`src/sv/smoothed_zscore_peak_detector_defines.svh`:
```
// Assertion macros shared by the peak detector modules.
`ifndef SMOOTHED_ZSCORE_PEAK_DETECTOR_DEFINES_SVH
`define SMOOTHED_ZSCORE_PEAK_DETECTOR_DEFINES_SVH

`ifndef ASSERT_OFF
// Same-cycle property, checked outside reset.
`define SZPD_ASSERT(lbl, clk, rst_n, prop, msg) \
    lbl: assert property (@(posedge clk) disable iff (!rst_n) prop) else $error(msg);
// Next-cycle implication, checked outside reset.
`define SZPD_ASSERT_NEXT(lbl, clk, rst_n, ante, cons, msg) \
    lbl: assert property (@(posedge clk) disable iff (!rst_n) (ante) |=> (cons)) else $error(msg);
`else
`define SZPD_ASSERT(lbl, clk, rst_n, prop, msg)
`define SZPD_ASSERT_NEXT(lbl, clk, rst_n, ante, cons, msg)
`endif

`endif

```
`src/sv/szpd_pkg.sv`:
```
// Shared types and constants of the smoothed z-score peak detector.
package szpd_pkg;

    // Configuration register indexes and field widths
    localparam int unsigned CFG_INDEX_BITS = 2;
    localparam int unsigned CFG_DATA_BITS  = 17;
    localparam logic [CFG_INDEX_BITS-1:0] CFG_IDX_WINDOW_LENGTH = 2'd0;
    localparam logic [CFG_INDEX_BITS-1:0] CFG_IDX_THRESHOLD     = 2'd1;
    localparam logic [CFG_INDEX_BITS-1:0] CFG_IDX_INFLUENCE     = 2'd2;

    localparam int unsigned WL_BITS    = 9;
    localparam int unsigned THR_BITS   = 16;
    localparam int unsigned INFL_BITS  = 17;
    localparam int unsigned INFL_FRAC  = 16;

    localparam logic [WL_BITS-1:0]   RST_WINDOW_LENGTH = 9'd150;
    localparam logic [THR_BITS-1:0]  RST_THRESHOLD     = 16'd10240;
    localparam logic [INFL_BITS-1:0] RST_INFLUENCE     = 17'd164;
    localparam logic [INFL_BITS-1:0] INFL_ONE          = 17'd65536;

    // Threshold squared is Q8.24
    localparam int unsigned THR_SQ_BITS  = 2 * THR_BITS;
    localparam int unsigned THR_SQ_SHIFT = 24;

    // Digit width of the shared multiplier
    localparam int unsigned DIGIT_BITS = 32;

    // Output word
    localparam int unsigned PEAK_BITS = 2;
    localparam int unsigned OUT_TDATA_BITS = 8;
    localparam logic [PEAK_BITS-1:0] PEAK_NONE  = 2'b00;
    localparam logic [PEAK_BITS-1:0] PEAK_ABOVE = 2'b01;
    localparam logic [PEAK_BITS-1:0] PEAK_BELOW = 2'b11;

    // Products formed on the shared multiplier, in issue order
    typedef enum logic [2:0] {
        OP_DM2 = 3'd0,  // |d| squared
        OP_SS  = 3'd1,  // |sum| squared
        OP_LQ  = 3'd2,  // length times square sum
        OP_TT  = 3'd3,  // threshold squared
        OP_LHS = 3'd4,  // (length - 1) times |d| squared
        OP_VL  = 3'd5,  // length times variance numerator
        OP_RHS = 3'd6   // threshold squared times the above
    } t_mul_op;

    typedef struct packed {
        logic    load;
        logic    prep;
        logic    mul_step;
        t_mul_op op;
        logic    cmp;
        logic    sqr;
        logic    upd;
    } t_dp_cmd;

    typedef struct packed {
        logic warm;
        logic mul_last;
        logic out_free;
    } t_dp_status;

endpackage

```
`src/sv/szpd_ctrl.sv`:
```
// Peak detector sequencer: steps a word through prepare, multiply, compare, square and update.
`include "smoothed_zscore_peak_detector_defines.svh"

module szpd_ctrl (
    input  logic                   i_clk,
    input  logic                   i_rst_n,
    input  logic                   i_s_tvalid,
    output logic                   o_s_tready,
    input  szpd_pkg::t_dp_status   i_status,
    output szpd_pkg::t_dp_cmd      o_cmd
);

    typedef enum logic [5:0] {
        S_IDLE = 6'b000001,
        S_PREP = 6'b000010,
        S_MUL  = 6'b000100,
        S_CMP  = 6'b001000,
        S_SQR  = 6'b010000,
        S_UPD  = 6'b100000
    } t_state;

    t_state            r_state, n_state;
    szpd_pkg::t_mul_op r_op, n_op;

    always_comb begin
        n_state  = r_state;
        n_op     = r_op;
        o_cmd    = '0;
        o_cmd.op = r_op;
        case (r_state)
            S_IDLE: begin
                if (i_s_tvalid) begin
                    o_cmd.load = 1'b1;
                    n_state    = S_PREP;
                end
            end
            S_PREP: begin
                o_cmd.prep = 1'b1;
                n_op       = szpd_pkg::OP_DM2;
                // skip the statistics while the window fills
                n_state    = i_status.warm ? S_CMP : S_MUL;
            end
            S_MUL: begin
                o_cmd.mul_step = 1'b1;
                if (i_status.mul_last) begin
                    if (r_op == szpd_pkg::OP_RHS) begin
                        n_state = S_CMP;
                    end else begin
                        n_op = szpd_pkg::t_mul_op'(r_op + 3'd1);
                    end
                end
            end
            S_CMP: begin
                o_cmd.cmp = 1'b1;
                n_state   = S_SQR;
            end
            S_SQR: begin
                o_cmd.sqr = 1'b1;
                // hold until the output register can take the result
                if (i_status.out_free) begin
                    n_state = S_UPD;
                end
            end
            S_UPD: begin
                o_cmd.upd = 1'b1;
                n_state   = S_IDLE;
            end
            default: begin
                n_state = S_IDLE;
            end
        endcase
    end

    assign o_s_tready = (r_state == S_IDLE);

    always_ff @(posedge i_clk) begin
        if (!i_rst_n) begin
            r_state <= S_IDLE;
            r_op    <= szpd_pkg::OP_DM2;
        end else begin
            r_state <= n_state;
            r_op    <= n_op;
        end
    end

    `SZPD_ASSERT(a_cmp_after_rhs, i_clk, i_rst_n, (r_state == S_CMP && !i_status.warm) |-> (r_op == szpd_pkg::OP_RHS), "compare reached before the last product")
    `SZPD_ASSERT(a_upd_out_free, i_clk, i_rst_n, (r_state == S_UPD) |-> i_status.out_free, "update while output register is full")
    `SZPD_ASSERT_NEXT(a_prep_next, i_clk, i_rst_n, r_state == S_PREP, r_state == S_MUL || r_state == S_CMP, "bad step after prepare")

endmodule

```
`config.mk`:
```
export PLATFORM = sky130hd
export DESIGN_NAME = szpd_ctrl
export DESIGN_NICKNAME = d
export VERILOG_FILES = /design/src/sv/szpd_pkg.sv /design/src/sv/szpd_ctrl.sv
export VERILOG_INCLUDE_DIRS = /design/src /design/src/sv
export SDC_FILE = /design/constraint.sdc
export NUM_CORES = 1
export LEC_CHECK = 0
export ABC_AREA = 1
export BUFFER_PORTS_ARGS = -buffer_cell sky130_fd_sc_hd__buf_2
export CORE_ASPECT_RATIO = 0.7
export CORE_MARGIN = 2
export CORE_UTILIZATION = 28
export DETAILED_ROUTE_END_ITERATION = 10
export PLACE_DENSITY = 0.55
export SLEW_MARGIN = 10
export SYNTH_ARGS = -nofsm -noshare
export SYNTH_HDL_FRONTEND = slang
export SYNTH_SLANG_ARGS = --single-unit
export TNS_END_PERCENT = 100
```
`constraint.sdc`:
```
create_clock -name i_clk -period 1.5 [get_ports i_clk]
set_clock_uncertainty 0.1 [all_clocks]
set_input_delay 0.3 -clock i_clk [delete_from_list [all_inputs] [get_ports i_clk]]
set_output_delay 0.3 -clock i_clk [all_outputs]
set_load 0.005 [all_outputs]
```
* Word level (Yosys, flattened, before mapping) *
Cells that the tools add are included.

storage, ports and cells
  flip-flop bits (word level) = 9
  input port bits = 6
  output and inout bits = 10
  word-level logic and storage cells = 34

operators by class
  add/sub/neg operators = 1
  equality and inequality tests = 12
  multiplexer cells = 16
  reductions and logical operators = 3

operators with widths
  operator                                                         number
  6-bit case mux with 5 select lines                               1
  6-bit 2-to-1 mux                                                 4
  2-bit inequality test, second input constant                     5
  1-bit 2-to-1 mux                                                 7
  6-bit by 1-bit == test with 1-bit output, second input constant  1
  6-bit by 2-bit == test with 1-bit output, second input constant  1
  6-bit by 3-bit == test with 1-bit output, second input constant  1
  6-bit by 4-bit == test with 1-bit output, second input constant  1
  6-bit by 5-bit == test with 1-bit output, second input constant  1
  6-bit == test, second input constant                             1
  3-bit 2-to-1 mux                                                 2
  3-bit case mux with 2 select lines                               1
  4-bit 2-to-1 mux                                                 1
  4-bit AND reduction                                              1
  3-bit by 1-bit adder with 3-bit output, second input constant    1
  3-bit == test, second input constant                             1
  3-bit AND reduction                                              1
  2-bit nonzero test                                               1

* Longest topological paths before layout *
Gate-level depths: netlist (run 1).

  depth in word-level cells = 4
  depth in mapped cells = 9

* Least setup slack after synthesis (run 1) *
OpenSTA, ideal clock, no wires.

  path kind = register -> register
  from = register r_op[0]
  to = register r_op[0]
  library setup time = 0.115 ns
  data arrival time = 1.069 ns
  data required time = 1.285 ns
  slack = 0.216 ns
  stages on the path, launching flop included = 9
  path buffers = 0
  period minus slack after synthesis = 1.284 ns
  cell sequence = dfxtp_1 inv_1 ha_1 nand2_1 nand2_1 inv_1 nand3_2 a21oi_1 nor2_1

on the way
  longest elaborated chain between the ends = 4
  elaborated cells between the ends (all ways) = 7
  classes of those cells = add/sub: 1; eq/ne: 2; mux: 3; reduce/logical: 1

ends and longest elaborated chain
  element                                 RTL line         RTL
  start, declared                         szpd_ctrl.sv:23  szpd_pkg::t_mul_op r_op, n_op;
  start signal, assigned                  szpd_ctrl.sv:79  r_op <= szpd_pkg::OP_DM2;
  start signal, assigned                  szpd_ctrl.sv:82  r_op <= n_op;
  3-bit by 1-bit adder with 3-bit output  szpd_ctrl.sv:49  n_op = szpd_pkg::t_mul_op'(r_op + 3'd1);
  3-bit 2-to-1 mux                        szpd_ctrl.sv:46  if (r_op == szpd_pkg::OP_RHS) begin
  3-bit 2-to-1 mux                        szpd_ctrl.sv:45  if (i_status.mul_last) begin
  3-bit case mux with 2 select lines      szpd_ctrl.sv:30  case (r_state)

Parallel ways exist; a longest one is shown, timed or not. The select of a mux whose other input is x is not followed.
A chain may end at the register's enable or synchronous reset.

==> results of run 1 <==
==> worst min-delay path by stage <==
stage,start,end,slack (ns)
after detailed placement,r_op[1]$_SDFFE_PN0P_,r_op[1]$_SDFFE_PN0P_,0.42
after floorplan,i_rst_n,r_state[0]$_SDFFE_PN1P_,0.28
final,i_rst_n,r_state[0]$_SDFFE_PN1P_,0.16
after CTS,i_rst_n,r_state[0]$_SDFFE_PN1P_,0.15
after global routing,i_rst_n,r_state[0]$_SDFFE_PN1P_,0.14
after global placement,r_op[1]$_SDFFE_PN0P_,r_op[1]$_SDFFE_PN0P_,0.42
==> metal layers <==
layer / vias up / track usage
met5: - / 0
met4: 0 / 0.06977
met3: 5 / 0.06542
met2: 12 / 0.1841
met1: 253 / 0.1786
li1: 312 / -
==> worst reg2reg max path: cells and delay by family, from the launching register on <==
family | cells | cell delay, ns
flip-flops | 1 | 0.35
AND/OR/NAND/NOR | 4 | 0.31
buffers and inverters | 3 | 0.21
adder cells (fa/ha/maj) | 1 | 0.20
AO/OA/AOI/OAI | 1 | 0.12
==> cell type report <==
| cell class | count | area (um2) | area share |
|---|---|---|---|
| Clock buffer | 3 | 22.52 | 0.02941 |
| Clock inverter | 1 | 5.005 | 0.006536 |
| Inverter | 19 | 71.32 | 0.09314 |
| Multi-Input combinational cell | 55 | 321.6 | 0.4199 |
| Sequential cell | 9 | 191.4 | 0.2500 |
| Tap cell | 22 | 27.53 | 0.03595 |
| Timing Repair Buffer | 21 | 126.4 | 0.1650 |
==> where the power goes <==
part / switching (W) / leakage (nW) / internal [W]
clock network: 0.0000977 / 0.0177 / 0.0000989
logic: 0.0000545 / 0.293 / 0.0000409
registers: 0.00000891 / 0.0759 / 0.000246
==> what timing repair did <==
item                       CTS  global route
setup buffers                5             1
cloned                       0             0
setup endpoints to repair    7             9
gates resized for setup      9             5
pin swaps                    6             3
==> state kept, by name, indices dropped and copies added (netlist names) <==
name / cells
r_state: 6
r_op: 3
==> cell usage in the layout, fill, tap and decap left out, types with 2 or more instances in the layout <==
cell       n
inv_1     17
buf_2     14
nand2_1   11
nand3_1    9
nor2_1     7
dfxtp_2    6
buf_4      6
nor2_2     5
a21oi_1    4
nor2_4     3
nand4_1    3
nor3_1     3
clkbuf_4   3
nand2_2    2
nand3_2    2
inv_2      2
ha_1       2
dfxtp_1    2
==> through the flow <==
stage	util	setup WS (ns)
floorplan	-	0.2162
global placement	0.3545	0.1259
detailed placement	0.3545	0.1397
CTS	0.4000	-0.03418
global route	0.4094	-0.1270
finish	0.4094	-0.05089
==> cell families after synthesis <==
kind of cell,Yosys count
simple gates,46
flops,9
fa+ha+maj,2
buf+inv,19
compound gates,6
xor+xnor,1
==> impl_results.md, run 1 <==
- TritonCTS clock tree: built
- Die Y-Extent: a little over 40 um
- Final worst path period share: 1.034
- Mapped Cells: a little over 80
- Critical Path Start: r_state[0]$_SDFFE_PN1P_
- Crit path cell chain: nor2_4 -> nand2_2 -> nor3_1 -> buf_2
- Synth async-reset ratio: 0
- Min-Delay Path Class: input port to register
- Num rows: 13
- Register area share after synthesis: 0.3214
- Synthesized-area fraction occupied by adder cells: 0.04464
- First-pass GRT wire length: approximately 2400 um
- Synth-to-Final Area Change: 36.61%
- Post-synthesis cell type count: 18
- Hold_buf cts: 0
- Placed Instances: 120
- Clk root buf: clkbuf_4
- DR pass1 iterations: 4
- Final TNS setup: -0.1294 ns
- Synthesized cell area: roughly 560 um2
- Worst path max stage delay: 0.34 ns
- Vias in the first global route: 548
- Number of cells on the critical path: 4
- Largest family of logic cells by synthesized area: simple AND/OR/NAND/NOR gates
- Max-slew violations: 0
- Setup crit end: o_cmd[0]
- Reg2Reg Setup Slack: ~0.15 ns
- Wire length on met3: between 60 and 70 um
- Final min period: between 1.5 and 2 ns
- Synth Area in Compound Gates: 0.06027
- Critical path required time: ~1.1 ns
- Final setup fails: 3
- Final WS setup: -0.05089 ns
- Crit-path leading delay family: simple AND/OR/NAND/NOR gates
- Yosys reg bits: 9
- Die Width: approximately 57 um
- Initial Util: 0.2997
- # IOs: 16
- Max Freq: between 600 and 700 MHz
- Worst hold slack: between 0.15 and 0.2 ns
- Critical R2R Launch: r_op[0]$_SDFFE_PN0P_
- Max-Cap Viols: 0
- TritonCTS Buffers: 3
- CP Capture Type: output port
- DR vias/cell: ~4.5
- Hold Path Depth: 2
- I/O Buffers: 15
- Peak supply drop: approximately 0.41 mV
- Post-Synth Simple-Gate Area: 0.4308
- DR vias: between 500 and 600
- FILL cells: 200
- CP Max Fanout: 5
- Max clock buf depth: 2
- Synthesized area per cell: approximately 6.8 um2
- Crit path DAT: approximately 1.2 ns
- Largest net degree at the start of global routing: 8
- Final Wtd Congestion: between 0.7 and 0.8
- Die area: ~2400 um2
- Total power: around 0.00055 W
- EDFF count, synth: 0
- Antenna diodes: 0
- Post-DP HPWL: a little under 1000 um
- Total gr overflow: 0
- Tightest Pin Transition: approximately 0.28 ns
- Most common library cells after synthesis: inv_1, nand2_1, dfxtp_1, nand3_1, nor2_1
- Non-Filler Instances: 130
- DP Area: between 600 and 700 um2
- H-tree level count: 1
- Top routing layer used: met4
- Xor/xnor share of the synthesized area: 0.01563
- Most frequent cell after synthesis: inv_1
- Area leader, netlist: dfxtp_1
- Worst R2R Path Depth: 9
- Top_reg_cell synth: dfxtp_1
- Final instance area: between 700 and 800 um2
- DR WL/cell: 10.58 um
- Final Net Count: around 120
- DRT antenna net count: 0
- Worst R2R End: r_op[1]$_SDFFE_PN0P_
- Total GRT Usage: 0.1368
- Wl on met1: about 700 um
- Clock slew at reported path FFs: around 0.060 ns
- Final Hold Vio Count: 0
- Layout cells sized above 1: 0.4444
- DR iter-0 viols: 24
- Drc violations: 0
- Worst-Skew Late Latency: between 0.2 and 0.3 ns
- Ys Warns: 0
- P per Cell Area: 714.2 nW/um2
- Pleak: ~0.39 nW
- RSZ-0062 raised after global routing: true
- Synth Net Count: 91
- Failing checks: negative setup slack
- Share of the synthesized area in the top cell type: 0.3214
- CTS sink cnt: 9
- Ranking of synthesized cells by area: dfxtp_1, inv_1, nand3_1, nand2_1, nor2_1
- Initial antenna violation count: 0
- Critical path launch point type: register
- Portion of netlist area occupied by mux cells: 0
- Core area: 1871 um2
- WS Path Type: register to output port
- Outcome: finished with violations
- CP max-delay cell: dfxtp_2
- CP bufs+invs: 1
- Routed WL: about 1400 um
- Met2 WL: roughly 600 um
- Worst slew margin relative to its limit: 0.8155
Note: power is estimated with default switching activity, not from simulation.
==> inputs of run 2 (changes only) <==
==> constraint.sdc (replaced) <==
create_clock -name i_clk -period 1.5 [get_ports i_clk]
set_clock_uncertainty 0.1 [all_clocks]
set_input_delay 0.45 -clock i_clk [delete_from_list [all_inputs] [get_ports i_clk]]
set_output_delay 0.45 -clock i_clk [all_outputs]
set_load 0.005 [all_outputs]
==> impl_results.md, run 2 (same netlist as run 1, synthesis figures left out) <==
- Initial Util: 0.2997 (unchanged)
- Total power: 0.0005476 W (+0.13%)
- Regs by FF count: r_state (6), r_op (3)
- I/O Buffers: 15 (unchanged)
- Clk root buf: clkbuf_4
- Combinational power share: 0.185 (+0.011)
- RSZ-0062 raised after global routing: true
- Sequential Power Share: 0.464 (-0.002)
- DR vias/cell: 4.511 (+0.77%)
- Post-DP HPWL: 1067 um (+10%)
- Final Net Count: 120 (+2.6%)
- Largest net degree at the start of global routing: 8 (unchanged)
- Final instance area: 800.8 um2 (+4.6%)
- Top reg by flops: r_state
- Initial antenna violation count: 0 (unchanged)
- Max clock buf depth: 2 (unchanged)
- Final min period: 1.670 ns (+0.1193 ns)
- Cell-internal power: 0.0003872 W (+0.36%)
- Hold Path Depth: 2 (unchanged)
- Max-slew violations: 0 (unchanged)
- Tightest Pin Transition: 0.2823 ns (+0.005854 ns)
- Max-Cap Viols: 0 (unchanged)
- CP max-delay cell: dfxtp_2
- Final Wtd Congestion: 0.7932 (+1.8%)
- Vias in the first global route: 542 (-1.1%)
- Crit path cell chain: nor2_4 -> nand2_2 -> nor2_2 -> buf_2
- Synth-to-Final Area Change: 42.86%
- Final setup fails: 7 (+4)
- DR WL/cell: 10.93 um (+3.3%)
- Crit path DAT: 1.12 ns (-0.03 ns)
- WS Path Type: register to output port
- DR pass1 iterations: 4 (unchanged)
- Peak supply drop: 0.4950 mV (+20%)
- Commonest non-fill, non-tap cell in the layout: inv_1
- P per Cell Area: 683.8 nW/um2 (-4.2%)
- Final WS setup: -0.1702 ns (-0.1193 ns)
- Final Hold Vio Count: 0 (unchanged)
- Outcome: finished with violations
- Commonest cells after routing, fill and taps aside: inv_1, buf_2, nand2_1
- Die area: 2381 um2 (unchanged)
- Final worst path period share: 1.113 (+0.07954)
- First-pass GRT wire length: 2380 um (-2.0%)
- Clock slew at reported path FFs: 0.06 ns (about the same)
- Worst path max stage delay: 0.35 ns (about the same)
- Die Y-Extent: 41.44 um (unchanged)
- CP Capture Type: output port
- Critical path required time: 0.95 ns (-0.15 ns)
- DR vias: 600 (+3.1%)
- Total gr overflow: 0 (unchanged)
- Net Sw Power: 0.0001604 W (-0.42%)
- Antenna diodes: 0 (unchanged)
- Worst-Skew Late Latency: 0.27 ns (about the same)
- DP Area: 700.7 um2 (+5.7%)
- Max Freq: 598.7 MHz (-7.1%)
- CTS sink cnt: 9 (unchanged)
- Worst R2R Path Depth: 9 (unchanged)
- Clock network power share: 0.351 (-0.008)
- Critical path launch point type: register
- # IOs: 16 (unchanged)
- Worst slew margin relative to its limit: 0.8116 (-0.003907)
- Worst hold slack: 0.3191 ns (+0.1638 ns)
- Layout cells sized above 1: 0.4865 (+0.04204)
- Failing checks: negative setup slack
- Num rows: 13 (unchanged)
- DR iter-0 viols: 8 (-67%)
- Drc violations: 0 (unchanged)
- TritonCTS clock tree: built
- Min-Delay Path Class: input port to register
- CP Max Fanout: 5 (unchanged)
- Pleak: 0.4070 nW (+5.2%)
- Die Width: 57.48 um (unchanged)
- Switching share of power: 0.2929 (-0.001629)
- Max reg flops: 6 (unchanged)
- Total GRT Usage: 0.1332 (-0.003613)
- H-tree level count: 1 (unchanged)
- DRT antenna net count: 0 (unchanged)
- FILL cells: 193 (-3.5%)
- Core area: 1871 um2 (unchanged)
- Routed WL: 1454 um (+5.7%)
- TritonCTS Buffers: 3 (unchanged)
- Reg2Reg Setup Slack: 0.16 ns (about the same)
run 2: cell types whose count changed in the layout (fill, tap and decap cells not counted):
cell     before  now
nor3_1        3    2
nand3_1       9    8
inv_1        17   16
nor3_2        1    2
inv_2         2    3
dfxtp_2       6    5
buf_4         6    9
dfxtp_4       1    2
nand3_2       2    3
run 2: repair_timing:
item,in CTS,in global routing
setup endpoints to repair,7,9
setup buffers,4,0
gates resized for setup,15,3
hold buffers,0,0
pin swaps,5,1
run 2: through the flow:
step,TNS [ns],setup WS (ns),util,cells
after floorplan,0,0.1694,-,83
final,-0.9734,-0.1702,0.4281,133
after CTS,-1.029,-0.1620,0.4234,133
after detailed placement,0,0.05503,0.3746,125
after global routing,-1.630,-0.2564,0.4281,133
after global placement,0,0.04142,0.3746,125
run 2: area by class of cell:
| cell class | instances | area (um2) | share of cell area |
|---|---|---|---|
| Clock buffer | 3 | 22.52 | 0.02812 |
| Clock inverter | 1 | 5.005 | 0.006250 |
| Inverter | 19 | 71.32 | 0.08906 |
| Multi-Input combinational cell | 55 | 331.6 | 0.4141 |
| Sequential cell | 9 | 193.9 | 0.2422 |
| Tap cell | 22 | 27.53 | 0.03437 |
| Timing Repair Buffer | 24 | 148.9 | 0.1859 |
run 2: metal layers:
layer	vias up	track usage	wire length, um
met5	-	0	0
met4	0	0.04186	17
met3	2	0.04673	62
met2	10	0.2068	691
met1	273	0.1720	683
li1	315	-	-
run 2: power groups by stage:
stage / Combinational [W] / Sequential [W] / Clock (W)
after floorplan: 0.0000528 / 0.000256 / 0
after global placement: 0.0000802 / 0.000256 / 0
after detailed placement: 0.0000807 / 0.000257 / 0
after CTS: 0.0000986 / 0.000254 / 0.000198
after global routing: 0.000113 / 0.000256 / 0.000216
final: 0.000101 / 0.000254 / 0.000192
run 2: path summary, 6_finish.rpt:
path,from,end
max,r_state[1]$_SDFFE_PN0P_,o_cmd[1]
min,i_rst_n,r_state[0]$_SDFFE_PN1P_
max reg2reg,r_op[0]$_SDFFE_PN0P_,r_op[1]$_SDFFE_PN0P_
min reg2reg,r_op[0]$_SDFFE_PN0P_,r_op[0]$_SDFFE_PN0P_
run 2: worst max-delay path: cells and delay by family (launching register included):
kind          cells  cell delay [ns]
flops             1             0.35
buf+inv           1             0.13
simple gates      3             0.39
